[src/sv/mtf_pkg.sv]
// ----------------------------------------------------------------------------
// mtf_pkg: shared types and constants of the move-to-front coder
// Holds the list size, the symbol type, the item structs of both channels
// and the control struct that the core broadcasts to every list cell.
// ----------------------------------------------------------------------------
package mtf_pkg;

   localparam int AlphabetSize = 256;
   localparam int SymbolWidth  = 8;
   localparam int CsrAddrWidth = 3;
   localparam int CsrDataWidth = 32;

   localparam logic DirEncode = 1'b0;
   localparam logic DirDecode = 1'b1;

   localparam logic RegDirection = 1'b0;

   typedef logic [SymbolWidth-1:0] symbol_type;

   typedef struct packed {
      symbol_type in_value;
      logic       last_of_block;
   } req_item_type;

   typedef struct packed {
      symbol_type out_value;
      logic       out_last;
   } rsp_item_type;

   typedef struct packed {
      logic       match_en;
      logic       shift_en;
      logic       restore;
      logic       dir;
      logic       found;
      symbol_type key;
      symbol_type pos;
   } cell_ctl_type;

endpackage

[src/sv/mtf_cell.sv]
// ----------------------------------------------------------------------------
// mtf_cell: one entry of the move-to-front list
// Compares its entry or its position with the key; on a move takes the entry
// ahead of it when at or ahead of the hit, or its own index at a block's end.
// ----------------------------------------------------------------------------
module mtf_cell (
   input  logic                 clock,
   input  logic                 reset,
   input  mtf_pkg::cell_ctl_type ctl,
   input  mtf_pkg::symbol_type  cell_index,
   input  mtf_pkg::symbol_type  prev_value,
   output mtf_pkg::symbol_type  value,
   output logic                 hit
);

   mtf_pkg::symbol_type value_ff;
   mtf_pkg::symbol_type value_in;
   logic                hit_ff;
   logic                hit_in;

   always_comb begin
      if (ctl.dir == mtf_pkg::DirDecode) begin
         hit_in = (ctl.key == cell_index);
      end else begin
         hit_in = (ctl.key == value_ff);
      end
   end

   always_comb begin
      value_in = value_ff;
      if (ctl.shift_en) begin
         if (ctl.restore) begin
            value_in = cell_index;
         end else if (ctl.found && (cell_index <= ctl.pos)) begin
            value_in = prev_value;
         end
      end
   end

   always_ff @(posedge clock) begin
      if (reset) begin
         value_ff <= cell_index;
         hit_ff   <= 1'b0;
      end else begin
         value_ff <= value_in;
         if (ctl.match_en) begin
            hit_ff <= hit_in;
         end
      end
   end

   assign value = value_ff;
   assign hit   = hit_ff;

endmodule

[config.mk]
export PLATFORM = sky130hd
export DESIGN_NAME = mtf_cell
export DESIGN_NICKNAME = d
export VERILOG_FILES = /design/src/sv/mtf_pkg.sv /design/src/sv/mtf_cell.sv
export SDC_FILE = /design/constraint.sdc
export NUM_CORES = 1
export LEC_CHECK = 0
export BUFFER_PORTS_ARGS = -buffer_cell sky130_fd_sc_hd__buf_2
export CAP_MARGIN = 10
export CORE_MARGIN = 2
export CORE_UTILIZATION = 39
export CTS_BUF_LIST = sky130_fd_sc_hd__clkbuf_4
export CTS_CLUSTER_DIAMETER = 80
export DETAILED_ROUTE_END_ITERATION = 6
export GPL_TIMING_DRIVEN = 0
export HOLD_SLACK_MARGIN = 0.1
export PLACE_DENSITY = 0.8
export SETUP_SLACK_MARGIN = 0.02
export SLEW_MARGIN = 20
export SYNTH_ARGS = -nofsm -noshare
export SYNTH_HDL_FRONTEND = slang
export SYNTH_SLANG_ARGS = --single-unit
[constraint.sdc]
create_clock -name clock -period 2.3 [get_ports clock]
set_input_delay 0.46 -clock clock [delete_from_list [all_inputs] [get_ports clock]]
set_output_delay 0.46 -clock clock [all_outputs]
set_load 0.05 [all_outputs]
======== Yosys cells after proc, flatten, opt, wreduce, memory -nomap -nowiden ========
Cells that the tools add are included.
storage, ports and cells
  input bits .............................. 39
  register bits ........................... 9
  output and inout bits ................... 9
  logic and storage cells ................. 14
operators by class
  $lt $le $gt $ge ......................... 1
  eq/ne operators ......................... 2
  reductions and logical operators ........ 4
  muxes and demuxes ....................... 5
operator list
  kind                 number
  2-to-1 mux 8 bit     4
  equality test 8 bit  2
  <= comparator 8 bit  1
  nonzero test 3 bit   1
  AND reduction 2 bit  1
  nonzero test 2 bit   1
  logical AND 1 bit    1
  2-to-1 mux 1 bit     1

======== Longest topological paths before layout ========
  word-level depth ........................ 6
  depth in mapped cells ................... 7
  mapped depth without buffers ............ 7

======== Least setup slack after synthesis ========
No wires, ideal clock.
  kind .................................... in2reg
  from .................................... input ctl[1] (netlist name)
  to ...................................... register value_ff[0], in the netlist value[0], enable pin
  slack ................................... 0.018 ns
  buffers on the path ..................... 0
  arrival ................................. 1.898 ns
  required time ........................... 1.916 ns
  library setup time ...................... 0.384 ns
  cell stages on the path ................. 7
  cells stage by stage .................... inv_1 -> ha_1 -> nor2b_1 -> o211ai_1 -> a21oi_1 -> o22a_1 -> o21ai_0
on the way
  word-level cells in the longest chain between the ends .. 4
ends and longest elaborated chain
  element                        line            source
  from (decl)                    mtf_cell.sv:9   input mtf_pkg::cell_ctl_type ctl,
  <= comparator 8 bit            mtf_cell.sv:34  end else if (ctl.found && (cell_index <= ctl.pos)) begin
  logical AND 1 bit              mtf_cell.sv:34
  nonzero test 3 bit (no line)   n/a
  AND reduction 2 bit (no line)  n/a
  to (signal assigned)           mtf_cell.sv:42  value_ff <= cell_index;
  to (signal assigned)           mtf_cell.sv:45  value_ff <= value_in;
  to (decl)                      mtf_cell.sv:16  mtf_pkg::symbol_type value_ff;
No other way between the ends.
A chain may end at the register's enable or synchronous reset.

======== Final worst setup path ========
Ends and elaborated chain as after synthesis.

==> metrics.cfg <==
[global_routing]
track_usage_pct = 17.64
grt_pass1_wl_um = 2773
antenna_found_initial = 0
grt_max_degree = 10
grt_pass1_vias = 669
overflow = 0

[critical_path]
crit_chain = buf_2 > inv_1 > ha_1 > nor2b_1 > o211ai_1 > a21oi_1 > o22a_1 > o21ai_2
critPathCaptureType = register
critPathLaunchType = input pin
cp_top_family = compound AO/OA/AOI/OAI gates
cp.required_ps = 2210
slowest_delay_ps = 400
criticalPathCategory = in2reg
crit_fanout = 8
worst-path-buf-inv = 2
cpMaxStageDelayCell = o21ai_2
cp.arrival_ps = 1830

[synth]
syn_avg_cell_area_um2 = 10.56
ys_async_sr_fraction_pct = 0
synth_edf_count = 8
ys_warn_count = 0
synth_area_leaders = edfxtp_1, ha_1, mux2i_1
synth-seq-area-share_pct = 34.72
syn_area_um2 = 749.5
synth_fp_nets = 118
synthFlopType = edfxtp_1
syn_inst = 71
synth_top_area_share_pct = 32.05
yosysUniqueCellTypes = 19
ys_seq_elements = 9
synth_area_leader_cell = edfxtp_1

[drt]
via_per_inst = 4.719
num_vias = 689
drt_wl_total_um = 1746
drc = 0
routedWlPerCell_um = 11.96
first_pass_iters = 4
ant_nets = 0
drt_iter0_markers = 6

[timing]
post-route-period-util_pct = 83.24
slew_headroom_pct = 50.19
finalMaxSlewViolations = 0
tightest_slew_ps = 744.3
hold_viol_final = 0
timing.fmax_mhz = 522.3
grt_setup_unrepaired = false
finalSetupViolCount = 0
period_minus_slack_ps = 1915
skew_ps = 3.061
fin_ws_ps = 385.5

[clocking]
clock_path_buffers = 2
clock-sinks = 9
root_buffer = clkbuf_4
post-cts-setup-buffers = 0
cts_buffers = 3
clock_latency_ps = 260
cts.reportedPaths.clkPinSlew_ps = 70
htreeDepth = 1
cts_tree = done

[place]
gp_congestion = 0.7076
portBuffers = 46
dp_slack_ps = -134.1
dpl-instance-area_um2 = 1011
dp_hpwl_um = 1448
dp_cells = 142

[floorplanning]
start_util_pct = 42.48
die_y_um = 47.84
core_um2 = 1764
io_pins = 48
die_area_um2 = 2288
rows = 15
fp.dieW_um = 47.84

[cells_and_area]
multi_input_area_um2 = 451.7
layout.nets = 169
final_common_cell = buf_2
antenna_cells = 0
area_growth_pct = 39.40
drive_above_1_share_pct = 48.76
fin_cells = 146
fillers = 187
final_area_um2 = 1045
ff_latch_area_um2 = 260.3

[power]
ir_drop_uv = 370.8
power_density_nw_per_um2 = 548.0
p_leak_nw = 0.5190

[hold_path]
hp-class = in2reg

[run]
drv_cap = 0

[status]
status = finished, final reports clean

[logic make-up after synthesis]
group,Yosys count,share of synthesized area (%)
compound gates,11,8.180
xor+xnor,8,9.349
fa+ha+maj,8,13.36
buf+inv,9,5.509
flops,9,34.72
mux,15,21.20
simple gates,11,7.679
[layout make-up]
| cell class | count | share of cell area [%] |
|---|---|---|
| Multi-Input combinational cell | 53 | 43.23 |
| Buffer | 1 | 1.078 |
| Timing Repair Buffer | 46 | 22.04 |
| Sequential cell | 9 | 24.91 |
| Clock buffer | 4 | 2.874 |
| Inverter | 8 | 2.874 |
| Tap cell | 25 | 2.994 |
[metal layers]
metal	part of all wire (%)	GRT usage [%]
met5	0	0
met4	0.69	6.486
met3	6.8	3.019
met2	47	29.87
met1	45	22.40
[final timing paths]
| check | start | endpoint | slack [ps] | cells past startpoint |
|---|---|---|---|---|
| setup / recovery | ctl[1] | value[0] | 390 | 8 |
| hold / removal | reset | hit | 390 | 2 |
| setup reg to reg | value[6] | hit | 1010 | 5 |
| hold reg to reg | hit | hit | 470 | 2 |
[through the flow]
step / hold slack [ps] / setup TNS (ps) / util [%] / total power, mW
global route: 405.1 / 0 / 59.22 / 0.6021
finish: 387.1 / 0 / 59.22 / 0.5725
global placement: 460.9 / -767.7 / 57.30 / 0.4282
detailed placement: 464.9 / -1070 / 57.30 / 0.4333
CTS: 379.5 / 0 / 59.01 / 0.5765
floorplan: 529.1 / 0 / - / 0.3639
[cells in the mapped netlist (2+ instances only)]
cell type and instances:
edfxtp_1 8, ha_1 8, inv_1 8, mux2i_1 8, xnor2_1 8, mux2_2 7, a21oi_1 6, nand2_1 3
o21ai_0 3, nand4_1 2, nor4_1 2
[state kept, by name, indices dropped and copies added (netlist names)]
name,flops
hit,1
value,8
[where the power goes]
group | switching (mW) | leakage [nW] | internal, mW | total (mW)
registers | 0.00861 | 0.0887 | 0.201 | 0.210
clock network | 0.0642 | 0.0184 | 0.0788 | 0.143
logic | 0.134 | 0.412 | 0.0860 | 0.220
total | 0.207 | 0.519 | 0.366 | 0.573
[what timing repair did]
item / 4_1_cts / 5_1_grt
hold buffers: 0 / 0
resized for setup: 0 / 1
setup endpoints to repair: 0 / 8
Note: power is estimated with default switching activity, not from simulation.
